===== config.mk =====
export PLATFORM = sky130hd
export DESIGN_NAME = cbm_ctrl
export DESIGN_NICKNAME = d
export VERILOG_FILES = /design/src/cbm_pkg.sv /design/src/cbm_ctrl.sv
export VERILOG_INCLUDE_DIRS = /design/src /design/src/src
export SDC_FILE = /design/constraint.sdc
export NUM_CORES = 1
export LEC_CHECK = 0
export BUFFER_PORTS_ARGS = -buffer_cell sky130_fd_sc_hd__buf_2
export CAP_MARGIN = 5
export CORE_AREA = 2 2 39 41
export CTS_CLUSTER_DIAMETER = 80
export DETAILED_ROUTE_END_ITERATION = 16
export DIE_AREA = 0 0 41 43
export PLACE_DENSITY = 0.37
export SKIP_LAST_GASP = 1
export SLEW_MARGIN = 5
export SYNTH_ARGS = -nofsm -noshare
export SYNTH_HDL_FRONTEND = slang
export SYNTH_SLANG_ARGS = --single-unit

===== constraint.sdc =====
create_clock -name clock -period 1.7 [get_ports clock]
set_clock_uncertainty 0.2 [all_clocks]
set_input_delay 0.17 -clock clock [delete_from_list [all_inputs] [get_ports clock]]
set_output_delay 0.17 -clock clock [all_outputs]
set_load 0.01 [all_outputs]

===== src/cartridge_bank_mapper_irq_top_defines.svh =====
// Assertion macros shared by the mapper modules.
// Included by the controller and datapath; depends on nothing else.
`ifndef CARTRIDGE_BANK_MAPPER_IRQ_TOP_DEFINES_SVH
`define CARTRIDGE_BANK_MAPPER_IRQ_TOP_DEFINES_SVH
// Assert an implication on every clock edge outside reset.
`define CBM_ASSERT(label, clk, rst, prop, msg) \
   label: assert property (@(posedge clk) disable iff (rst) prop) else $error(msg);
// Assert an implication that also holds while reset is high.
`define CBM_ASSERT_ALWAYS(label, clk, prop, msg) \
   label: assert property (@(posedge clk) prop) else $error(msg);
`endif


===== src/cbm_pkg.sv =====
// Package for the cartridge bank mapper: types, codes and sizes.
// Used by the controller, datapath and top level; depends on nothing.
`timescale 1ns / 1ps
package cbm_pkg;
   localparam int WORK_RAM_DEPTH_DEF = 8192;
   localparam int PRG_BANK_BYTES     = 8192;
   localparam int CHR_BANK_BYTES     = 1024;
   localparam logic [21:0] PRG_MAX_BYTES = 22'd2097152;
   localparam logic [18:0] CHR_MAX_BYTES = 19'd262144;
   localparam logic [21:0] PRG_BYTES_RESET = 22'd262144;
   localparam logic [18:0] CHR_BYTES_RESET = 19'd8192;

   localparam logic [2:0] CMD_CPU_READ  = 3'd0;
   localparam logic [2:0] CMD_CPU_WRITE = 3'd1;
   localparam logic [2:0] CMD_PPU_READ  = 3'd2;
   localparam logic [2:0] CMD_PPU_WRITE = 3'd3;
   localparam logic [2:0] CMD_IRQ_TICK  = 3'd4;

   localparam logic [1:0] TGT_NONE = 2'd0;
   localparam logic [1:0] TGT_PRG  = 2'd1;
   localparam logic [1:0] TGT_RAM  = 2'd2;
   localparam logic [1:0] TGT_CHR  = 2'd3;

   localparam logic [1:0] CSR_PRG_BYTES = 2'd0;
   localparam logic [1:0] CSR_CHR_BYTES = 2'd1;
   localparam logic [1:0] CSR_CHR_RAM   = 2'd2;
   localparam logic [1:0] CSR_MIRROR    = 2'd3;

   typedef enum logic [2:0] {
      ST_CLEAR,
      ST_IDLE,
      ST_DECODE,
      ST_REDUCE,
      ST_RESULT
   } ctrl_state_type;

   // controller to datapath
   typedef struct packed {
      logic clear_step;
      logic capture;
      logic decode;
      logic reduce;
      logic finish;
   } dp_cmd_type;

   // datapath to controller
   typedef struct packed {
      logic clear_done;
      logic reduce_done;
   } dp_status_type;
endpackage


===== src/cbm_ctrl.sv =====
// Controller state machine of the cartridge bank mapper.
// Depends on cbm_pkg and the assertion macro header.
`timescale 1ns / 1ps
`include "cartridge_bank_mapper_irq_top_defines.svh"
module cbm_ctrl
   import cbm_pkg::*;
(
   input  logic          clock,
   input  logic          reset,
   input  logic          req_start,
   output logic          req_busy,
   input  dp_status_type status,
   output dp_cmd_type    cmd
);
   ctrl_state_type state_ff, state_in;

   // hold the state
   always_ff @(posedge clock) begin
      if (reset) state_ff <= ST_CLEAR;
      else       state_ff <= state_in;
   end

   // clear the work RAM after reset, then sequence each word: capture, decode, reduce banks, publish
   always_comb begin
      state_in = state_ff;
      cmd      = '0;
      req_busy = 1'b1;
      unique case (state_ff)
         ST_CLEAR: begin
            cmd.clear_step = 1'b1;
            if (status.clear_done) state_in = ST_IDLE;
         end
         ST_IDLE: begin
            req_busy = 1'b0;
            if (req_start) begin
               cmd.capture = 1'b1;
               state_in    = ST_DECODE;
            end
         end
         ST_DECODE: begin
            cmd.decode = 1'b1;
            state_in   = ST_REDUCE;
         end
         ST_REDUCE: begin
            cmd.reduce = 1'b1;
            if (status.reduce_done) state_in = ST_RESULT;
         end
         ST_RESULT: begin
            cmd.finish = 1'b1;
            state_in   = ST_IDLE;
         end
         default: state_in = ST_CLEAR;
      endcase
   end

   `CBM_ASSERT(a_cap_idle, clock, reset, cmd.capture |-> state_ff == ST_IDLE, "capture outside idle")
   `CBM_ASSERT(a_fin_next, clock, reset, cmd.finish |=> !req_busy, "no idle after result")
   `CBM_ASSERT(a_cap_dec, clock, reset, cmd.capture |=> cmd.decode, "decode did not follow capture")
endmodule


==> results of run 1 <==
## worst register-to-register path, delay by kind of cell, from the launching register on
kind / cells / cell delay [ns]
AO/OA/AOI/OAI: 1 / 0.39
flip-flops: 1 / 0.40
multiplexers: 1 / 0.31
## per-stage QoR
step                hold WS, ns  utilization, %  total power (µW)  setup WS (ns)
floorplan                0.0428               -               118          0.352
global placement          0.183            17.9               133          0.253
detailed placement        0.181            17.9               132          0.233
CTS                      0.0360            21.2               266         0.0791
global route             0.0286            21.3               285         0.0935
finish                   0.0356            21.3               258          0.131
## cells in the mapped netlist (2+ instances only)
cell	n
dfxtp_1	3
nand2_1	2
nor3_1	2
nor2_1	3
## cell families after synthesis
kind of cell | after synthesis
simple gates | 12
flops | 3
mux | 1
buf+inv | 4
compound gates | 4
## per-layer routing
metal | GRT usage (%) | vias to the layer above
met4 | 4.00 | 0
li1 | - | 109
met5 | 0 | -
met3 | 6.28 | 0
met1 | 7.35 | 96
met2 | 8.44 | 7
## report_power, final
part           switching, µW  internal [µW]
Combinational           20.8           26.8
Sequential              11.9           75.8
Clock                   34.9           87.8
Total                   67.6            190
## cell type report
type,instances,area (µm²)
repair buffers,12,70.1
well taps,16,20.0
multi-input cells,17,114
clock buffers,4,26.3
fillers,158,1090
inverters,1,3.75
flip-flops and latches,3,61.3
## how the worst min path moves through the flow
stage / startpoint / end / cells after the start
5_1_grt: req_start / state_ff[1]$_SDFFE_PP0P_ / 3
2_1_floorplan: reset / state_ff[1]$_SDFFE_PP0P_ / 1
3_3_place_gp: reset / state_ff[1]$_SDFFE_PP0P_ / 2
3_5_place_dp: reset / state_ff[1]$_SDFFE_PP0P_ / 2
6_report: req_start / state_ff[1]$_SDFFE_PP0P_ / 3
4_1_cts: req_start / state_ff[1]$_SDFFE_PP0P_ / 3
## timing repair
| item | CTS | global route |
|---|---|---|
| hold buffers | 2 | 0 |
| endpoints found under the hold margin | 3 | 0 |
| endpoints found under the setup margin | 0 | 1 |
| gates resized for setup | 0 | 1 |
==> impl_metrics.ini, run 1 <==
[status]
outcome = finished clean

[global_routing]
grt_pass1_vias = 171
antenna_found_initial = 0
grt_pass1_wl_um = 717
grt-ovfl-total = 0
grt_max_degree = 13
track_usage_pct = 6.81

[cells_and_area]
area_growth_pct = 47.5
stdcell_count = 53
final_area_um2 = 295
top_register = state_ff
largest_reg_flops = 3
final_layout_size_suffix_gt1_share_pct = 43.2
final_common_cell = buf_2
diodes = 0
mostFrequentLayoutCells = 10 x buf_2, 3 x nor2_1, 3 x clkbuf_4
fin_nets = 43
reg_top3 = state_ff (3)

[logic_synthesis]
synthSimpleGateAreaFrac_pct = 31.9
ys_types = 18
synth_cells = 24
ys_async_sr_fraction_pct = 0
synth_top_family_by_area = simple AND/OR/NAND/NOR gates
synth_xor_area_share_pct = 0
syn_area_um2 = 200
netlist.area_leader.share_pct = 30.0
ys_seq_area_share_pct = 30.0
synth_area_per_cell_um2 = 8.34
synth-main-ff-cell = dfxtp_1
synth_fa_ha_area_share_pct = 0
ys_warn_count = 0
synth_edf_count = 0
yosysTopAreaCell = dfxtp_1
synth_compound_area_share_pct = 17.5
ys_ff_latch = 3
synthMuxAreaShare_pct = 7.50
synth_nets = 29
synth_area_leaders = dfxtp_1 30%, mux2_4 7.5%, buf_6 5.6%

[setup_path]
required_ns = 1.61
cp.arrival_ns = 1.48
crit_family = buffers and inverters
cp_cell_sequence = dlygate4sd3_1, buf_2, mux2_4, a2111oi_1
cpMaxStageDelayCell = dlygate4sd3_1
timing.rr.start = state_ff[1]$_SDFFE_PP0P_
cp-startpoint = status[0]
slowest_delay_ns = 0.54
worstReg2RegEnd = state_ff[0]$_SDFFE_PP0P_
start_kind = primary input
crit_type = primary input to flop
reg2reg_depth = 2
cp_max_fo = 3
crit_path_end_kind = flop
crit_path_end = state_ff[0]$_SDFFE_PP0P_
path_buf_inv = 2
crit_cells = 4
rrSetupSlack_ns = 0.28

[clocking]
cts_tree = yes
cts_buffers = 3
clk_latency_ns = 0.23
cts_setup_buffers = 0
htreeDepth = 1
clk_path_buf_depth = 2
path_clk_slew_ns = 0.04
cts_sinks = 3
cts_root_buffer = clkbuf_4

[placement]
gp_congestion = 0.745
postPlaceCellArea_um2 = 248
io_buffers = 10
numPlacedInstances = 47
dp_hpwl_um = 359

[timing]
timing.final.crit_share_pct = 92.3
setup_viol = 0
slew_violations = 0
fin_tns_setup_ns = 0
period_needed_ns = 1.57
max_freq_mhz = 637
slew_headroom_pct = 75.1
rsz0062_at_grt = no
tightest_slew_ns = 0.374
hold_viol_final = 0

[detailed_routing]
drt-pass1-iter-count = 4
post_drt_wl_per_cell_um = 9.70
drt-vias-per-instance = 4.00
totalWireLength_um = 514
met3WireLength_um = 27
drt_iter0_drc = 3
num_vias = 212
route.layer.met1.wl_um = 232
route.met2.wl_um = 254
postRouteAntennaNets = 0
top_layer = met3
drc = 0

[floorplanning]
io_pins = 11
die_y_um = 43
start_util_pct = 14.5
coreArea_um2 = 1380
die_area_um2 = 1760
die_w_um = 41
rows = 14

[run]
drv_cap = 0

[pwr]
ir_worst_vdd_mv = 0.488
power.leakage_uw = 0.000134
power_density_nw_per_um2 = 874

[hold_path]
hold_path_class = primary input to flop
Power figures use the tool's default switching activity.
==> inputs of run 2 (changes only) <==
Settings changed: ABC_AREA from default to 1, PLACE_DENSITY 0.37 to 0.38.
Clock period 1.7 ns to 1.5 ns, I/O delays scaled along.
==> run 2 against run 1 <==
  * Clock power up 12%
  * First-iteration DRC count down 33%
  * Routed wire length down 10%
  * Critical path depth unchanged
  * Worst hold slack better by 0.037 ns
  * Combinational power rose to 4.6 times the previous value
  * Clock-buffer cell count unchanged
  * Sequential share of layout area down 1.7 points
  * Largest cell class unchanged
  * Via count up 9.9%
  * Final cell count up 23%
  * Sequential power up 46%
==> impl_metrics.ini, run 2 <==
[logic_synthesis]
ys_types = 10
synth_area_leaders = dfxtp_1 27%, inv_1 15%, nor2_1 15%
synth-main-ff-cell = dfxtp_1
ys_warn_count = 0
synth_cells = 35
ys_async_sr_fraction_pct = 0
ys_seq_area_share_pct = 27.4
synth_nets = 40
synth_edf_count = 0
netlist.area_leader.share_pct = 27.4
yosysTopAreaCell = dfxtp_1
ys_top_cells_by_count = 9 x inv_1, 9 x nor2_1, 4 x nand2_1
syn_area_um2 = 219
ys_ff_latch = 3
synth_area_per_cell_um2 = 6.26

[cells_and_area]
final_common_cell = buf_2
largest_reg_flops = 3
mostFrequentLayoutCells = 10 x buf_2, 9 x inv_1, 8 x nor2_1
final_layout_size_suffix_gt1_share_pct = 42.9
stdcell_count = 65
area_growth_pct = 46.9
postLayoutCoreUtil_pct = 23.2
fin_nets = 55
top_register = state_ff
reg_top3 = state_ff (3)
diodes = 0

[setup_path]
start_kind = flop
required_ns = 1.15
crit_path_end = cmd[3]
rrSetupSlack_ns = 0.35
reg2reg_depth = 5
worstReg2RegEnd = state_ff[1]$_SDFFE_PP0P_
cp_max_fo = 4
crit_type = flop to output port
cp.arrival_ns = 1.03
cp-startpoint = state_ff[1]$_SDFFE_PP0P_
crit_path_end_kind = output port
timing.rr.start = state_ff[1]$_SDFFE_PP0P_

[floorplanning]
coreArea_um2 = 1380
die_w_um = 41
start_util_pct = 15.8
die_area_um2 = 1760
die_y_um = 43
rows = 14
io_pins = 11

[timing]
hold_viol_final = 0
slew_violations = 0
tightest_slew_ns = 0.192
slew_headroom_pct = 87.2
rsz0062_at_grt = no
setup_viol = 0
timing.final.crit_share_pct = 92.2
fin_tns_setup_ns = 0
max_freq_mhz = 723
period_needed_ns = 1.38

[status]
outcome = finished clean

[placement]
dp_hpwl_um = 406
numPlacedInstances = 60
gp_congestion = 0.603
io_buffers = 10

[clocking]
cts_tree = yes
clk_latency_ns = 0.23
cts_sinks = 3
path_clk_slew_ns = 0.03
cts_buffers = 3
cts_root_buffer = clkbuf_4
clk_path_buf_depth = 2
htreeDepth = 1
cts_setup_buffers = 0

[detailed_routing]
post_drt_wl_per_cell_um = 7.11
num_vias = 233
drt-vias-per-instance = 3.58
postRouteAntennaNets = 0
drc = 0
drt_iter0_drc = 2
drt-pass1-iter-count = 2
totalWireLength_um = 462

[run]
drv_cap = 0

[global_routing]
grt_pass1_wl_um = 703
track_usage_pct = 6.51
grt_pass1_vias = 198
grt-ovfl-total = 0
grt_max_degree = 6
antenna_found_initial = 0

[pwr]
power_density_nw_per_um2 = 1500
power.leakage_uw = 0.000184
ir_worst_vdd_mv = 0.378

[hold_path]
hold_path_class = primary input to flop
-- run 2: cell types whose count changed in the layout (fill, tap and decap cells not counted), sizes merged, moves of 4 or more --
cell / before / now
nor2: 3 / 10
nand2: 2 / 6
nand3: 0 / 5
inv: 1 / 9
-- run 2: where the power goes --
group          total (µW)  switching [µW]  internal [µW]
Combinational         217             128           88.3
Sequential            128            27.6            100
Clock                 138            38.9           99.5
-- run 2: critical path, cell delays in order, from the launching register on --
cell	delay, ns
dfxtp_1	0.34
nor2_1	0.15
nand2_1	0.10
nor2_1	0.09
buf_2	0.13
-- run 2: timing repair --
item | 4_1_cts | 5_1_grt
resized for setup | 0 | 2
hold buffers | 1 | 0
endpoints found under the setup margin | 0 | 3
endpoints found under the hold margin | 1 | 0
-- run 2: how the worst min path moves through the flow --
stage / startpoint / cells after the start / to / slack, ns
finish: status[0] / 5 / state_ff[2]$_SDFFE_PP0P_ / 0.07
detailed placement: reset / 2 / state_ff[2]$_SDFFE_PP0P_ / 0.14
global route: status[0] / 5 / state_ff[2]$_SDFFE_PP0P_ / 0.11
floorplan: reset / 1 / state_ff[2]$_SDFFE_PP0P_ / 0.02
global placement: reset / 2 / state_ff[2]$_SDFFE_PP0P_ / 0.14
CTS: status[0] / 5 / state_ff[2]$_SDFFE_PP0P_ / 0.07
-- run 2: cells by family after synthesis --
| family | share of synthesized area [%] |
|---|---|
| AND/OR/NAND/NOR | 53.7 |
| flip-flops | 27.4 |
| buffers and inverters | 18.9 |
-- run 2: layer usage --
layer,track usage [%],wire length [µm]
met1,6.05,203
met3,3.14,58
met2,8.75,200
met4,8.00,0
met5,0,0
-- run 2: final cells by class --
cell class	instances	area [µm²]
clock buffer	4	26.3
tap	16	20.0
timing repair buffer	11	60.1
multi-input combinational	22	120
inverter	9	33.8
sequential	3	61.3
fill	170	1060
-- run 2: per-stage QoR --
stage               setup WS, ns  hold slack, ns  area (µm²)  total power, µW
global route             0.00444           0.112         322              534
CTS                       0.0759          0.0717         318              494
finish                     0.117          0.0730         322              483
floorplan                  0.388          0.0197         219              281
global placement           0.301           0.137         282              346
detailed placement         0.314           0.139         282              345
==> inputs of run 3 (changes only) <==
Settings changed: MAX_ROUTING_LAYER from default to met4.
==> run 3 against run 2 <==
  * Routed wire length decreased by 0.22%
  * Final area unchanged
  * Sequential share of layout area unchanged
  * Combinational power about the same
  * Clock-buffer cell count unchanged
  * Global-route usage increased by 0.16 points
  * Core utilization unchanged
  * First-iteration DRC count unchanged
  * Critical path depth unchanged
  * Non-clock buffer count unchanged
  * Sequential power about the same
  * Setup slack about the same
==> impl_metrics.ini, run 3 (synthesis gave the netlist of run 2 again) <==
[clocking]
cts_sinks = 3
htreeDepth = 1
cts_root_buffer = clkbuf_4
cts_buffers = 3
clk_latency_ns = 0.23
cts_setup_buffers = 0
cts_tree = yes
clk_path_buf_depth = 2
path_clk_slew_ns = 0.03

[detailed_routing]
met3WireLength_um = 58
num_vias = 233
top_layer = met3
drt-vias-per-instance = 3.58
drt-pass1-iter-count = 2
drc = 0
postRouteAntennaNets = 0
post_drt_wl_per_cell_um = 7.09
route.layer.met1.wl_um = 202
route.met2.wl_um = 200
totalWireLength_um = 461
drt_iter0_drc = 2

[pwr]
p_int_uw = 288
ir_worst_vdd_mv = 0.378
p_clk_share_pct = 28.7
p_sw_share_pct = 40.4
p_switching_uw = 195
power.leakage_uw = 0.000184
power_density_nw_per_um2 = 1500
total_power_uw = 483
combPwrFrac_pct = 44.9
p_seq_share_pct = 26.4

[global_routing]
grt_pass1_vias = 200
grt_max_degree = 6
grt-ovfl-total = 0
track_usage_pct = 6.67
grt_pass1_wl_um = 703
antenna_found_initial = 0

[floorplanning]
die_area_um2 = 1760
die_y_um = 43
die_w_um = 41
io_pins = 11
start_util_pct = 15.8
coreArea_um2 = 1380
rows = 14

[setup_path]
cp_max_fo = 4
rrSetupSlack_ns = 0.35
timing.rr.start = state_ff[1]$_SDFFE_PP0P_
start_kind = flop
crit_path_end_kind = output port
cp.arrival_ns = 1.03
crit_type = flop to output port
cp_cell_sequence = nor2_1, nand2_1, nor2_1, buf_2
slowest_delay_ns = 0.34
required_ns = 1.15
reg2reg_depth = 5
cpMaxStageDelayCell = dfxtp_1
crit_top_cell = nor2_1
worstReg2RegEnd = state_ff[1]$_SDFFE_PP0P_

[timing]
max_freq_mhz = 723
period_needed_ns = 1.38
tightest_slew_ns = 0.192
slew_violations = 0
setup_viol = 0
fin_tns_setup_ns = 0
rsz0062_at_grt = no
hold_viol_final = 0
timing.final.crit_share_pct = 92.2
slew_headroom_pct = 87.2

[cells_and_area]
fin_nets = 55
largest_reg_flops = 3
final_layout_size_suffix_gt1_share_pct = 42.9
stdcell_count = 65
top_register = state_ff
postLayoutCoreUtil_pct = 23.2
mostFrequentLayoutCells = 10 x buf_2, 9 x inv_1, 8 x nor2_1
reg_top3 = state_ff (3)
area_growth_pct = 46.9
diodes = 0
final_common_cell = buf_2

[status]
outcome = finished clean

[hold_path]
min_to = state_ff[2]$_SDFFE_PP0P_
hold_path_class = primary input to flop
holdPathStages = 5
hold_start = status[0]

[placement]
dp_hpwl_um = 406
numPlacedInstances = 60
io_buffers = 10
gp_congestion = 0.607

[run]
drv_cap = 0
==> run 3: cell counts in the layout (fill, tap and decap cells not counted) <==
Identical to the previous run, type by type.
==> run 3: how the worst max path moves through the flow <==
stage | from | cells after the start | to | slack [ns]
6_report | state_ff[1]$_SDFFE_PP0P_ | 4 | cmd[3] | 0.12
5_1_grt | state_ff[1]$_SDFFE_PP0P_ | 4 | cmd[3] | 0.004
4_1_cts | state_ff[1]$_SDFFE_PP0P_ | 4 | cmd[4] | 0.08
3_5_place_dp | state_ff[2]$_SDFFE_PP0P_ | 5 | state_ff[1]$_SDFFE_PP0P_ | 0.31
3_3_place_gp | state_ff[2]$_SDFFE_PP0P_ | 5 | state_ff[1]$_SDFFE_PP0P_ | 0.30
2_1_floorplan | state_ff[2]$_SDFFE_PP0P_ | 3 | cmd[3] | 0.39
==> run 3: critical path, delay by kind of cell (launching register included) <==
family | cells | cell delay, ns
flip-flops | 1 | 0.34
AND/OR/NAND/NOR | 3 | 0.34
buffers and inverters | 1 | 0.13
==> run 3: power groups by stage <==
stage                     Clock, µW  Sequential [µW]  Combinational (µW)
final                           138              128                 217
after CTS                       149              125                 221
after global routing            154              130                 250
after floorplan                   0              120                 161
after global placement            0              127                 219
after detailed placement          0              126                 218
==> run 3: final cells by class <==
type | count | area [µm²]
Multi-Input combinational cell | 22 | 120
Tap cell | 16 | 20.0
Clock buffer | 4 | 26.3
Fill cell | 170 | 1060
Sequential cell | 3 | 61.3
Inverter | 9 | 33.8
Timing Repair Buffer | 11 | 60.1
==> run 3: layer usage <==
| layer | up-vias | global-route usage (%) |
|---|---|---|
| li1 | 129 | - |
| met1 | 95 | 6.05 |
| met2 | 9 | 8.75 |
| met3 | 0 | 3.14 |
| met4 | 0 | 8.00 |
| met5 | - | - |
==> run 3: repair_timing <==
item	in CTS	in global routing
hold buffers	1	0
endpoints found under the hold margin	1	0
setup endpoints to repair	0	3
gates resized for setup	0	2
==> run 3: through the flow <==
| step | instance area [µm²] | hold WS (ns) | worst slack, ns |
|---|---|---|---|
| global route | 322 | 0.112 | 0.00444 |
| finish | 322 | 0.0730 | 0.117 |
| global placement | 282 | 0.137 | 0.301 |
| floorplan | 219 | 0.0197 | 0.388 |
| detailed placement | 282 | 0.139 | 0.314 |
| CTS | 318 | 0.0717 | 0.0759 |
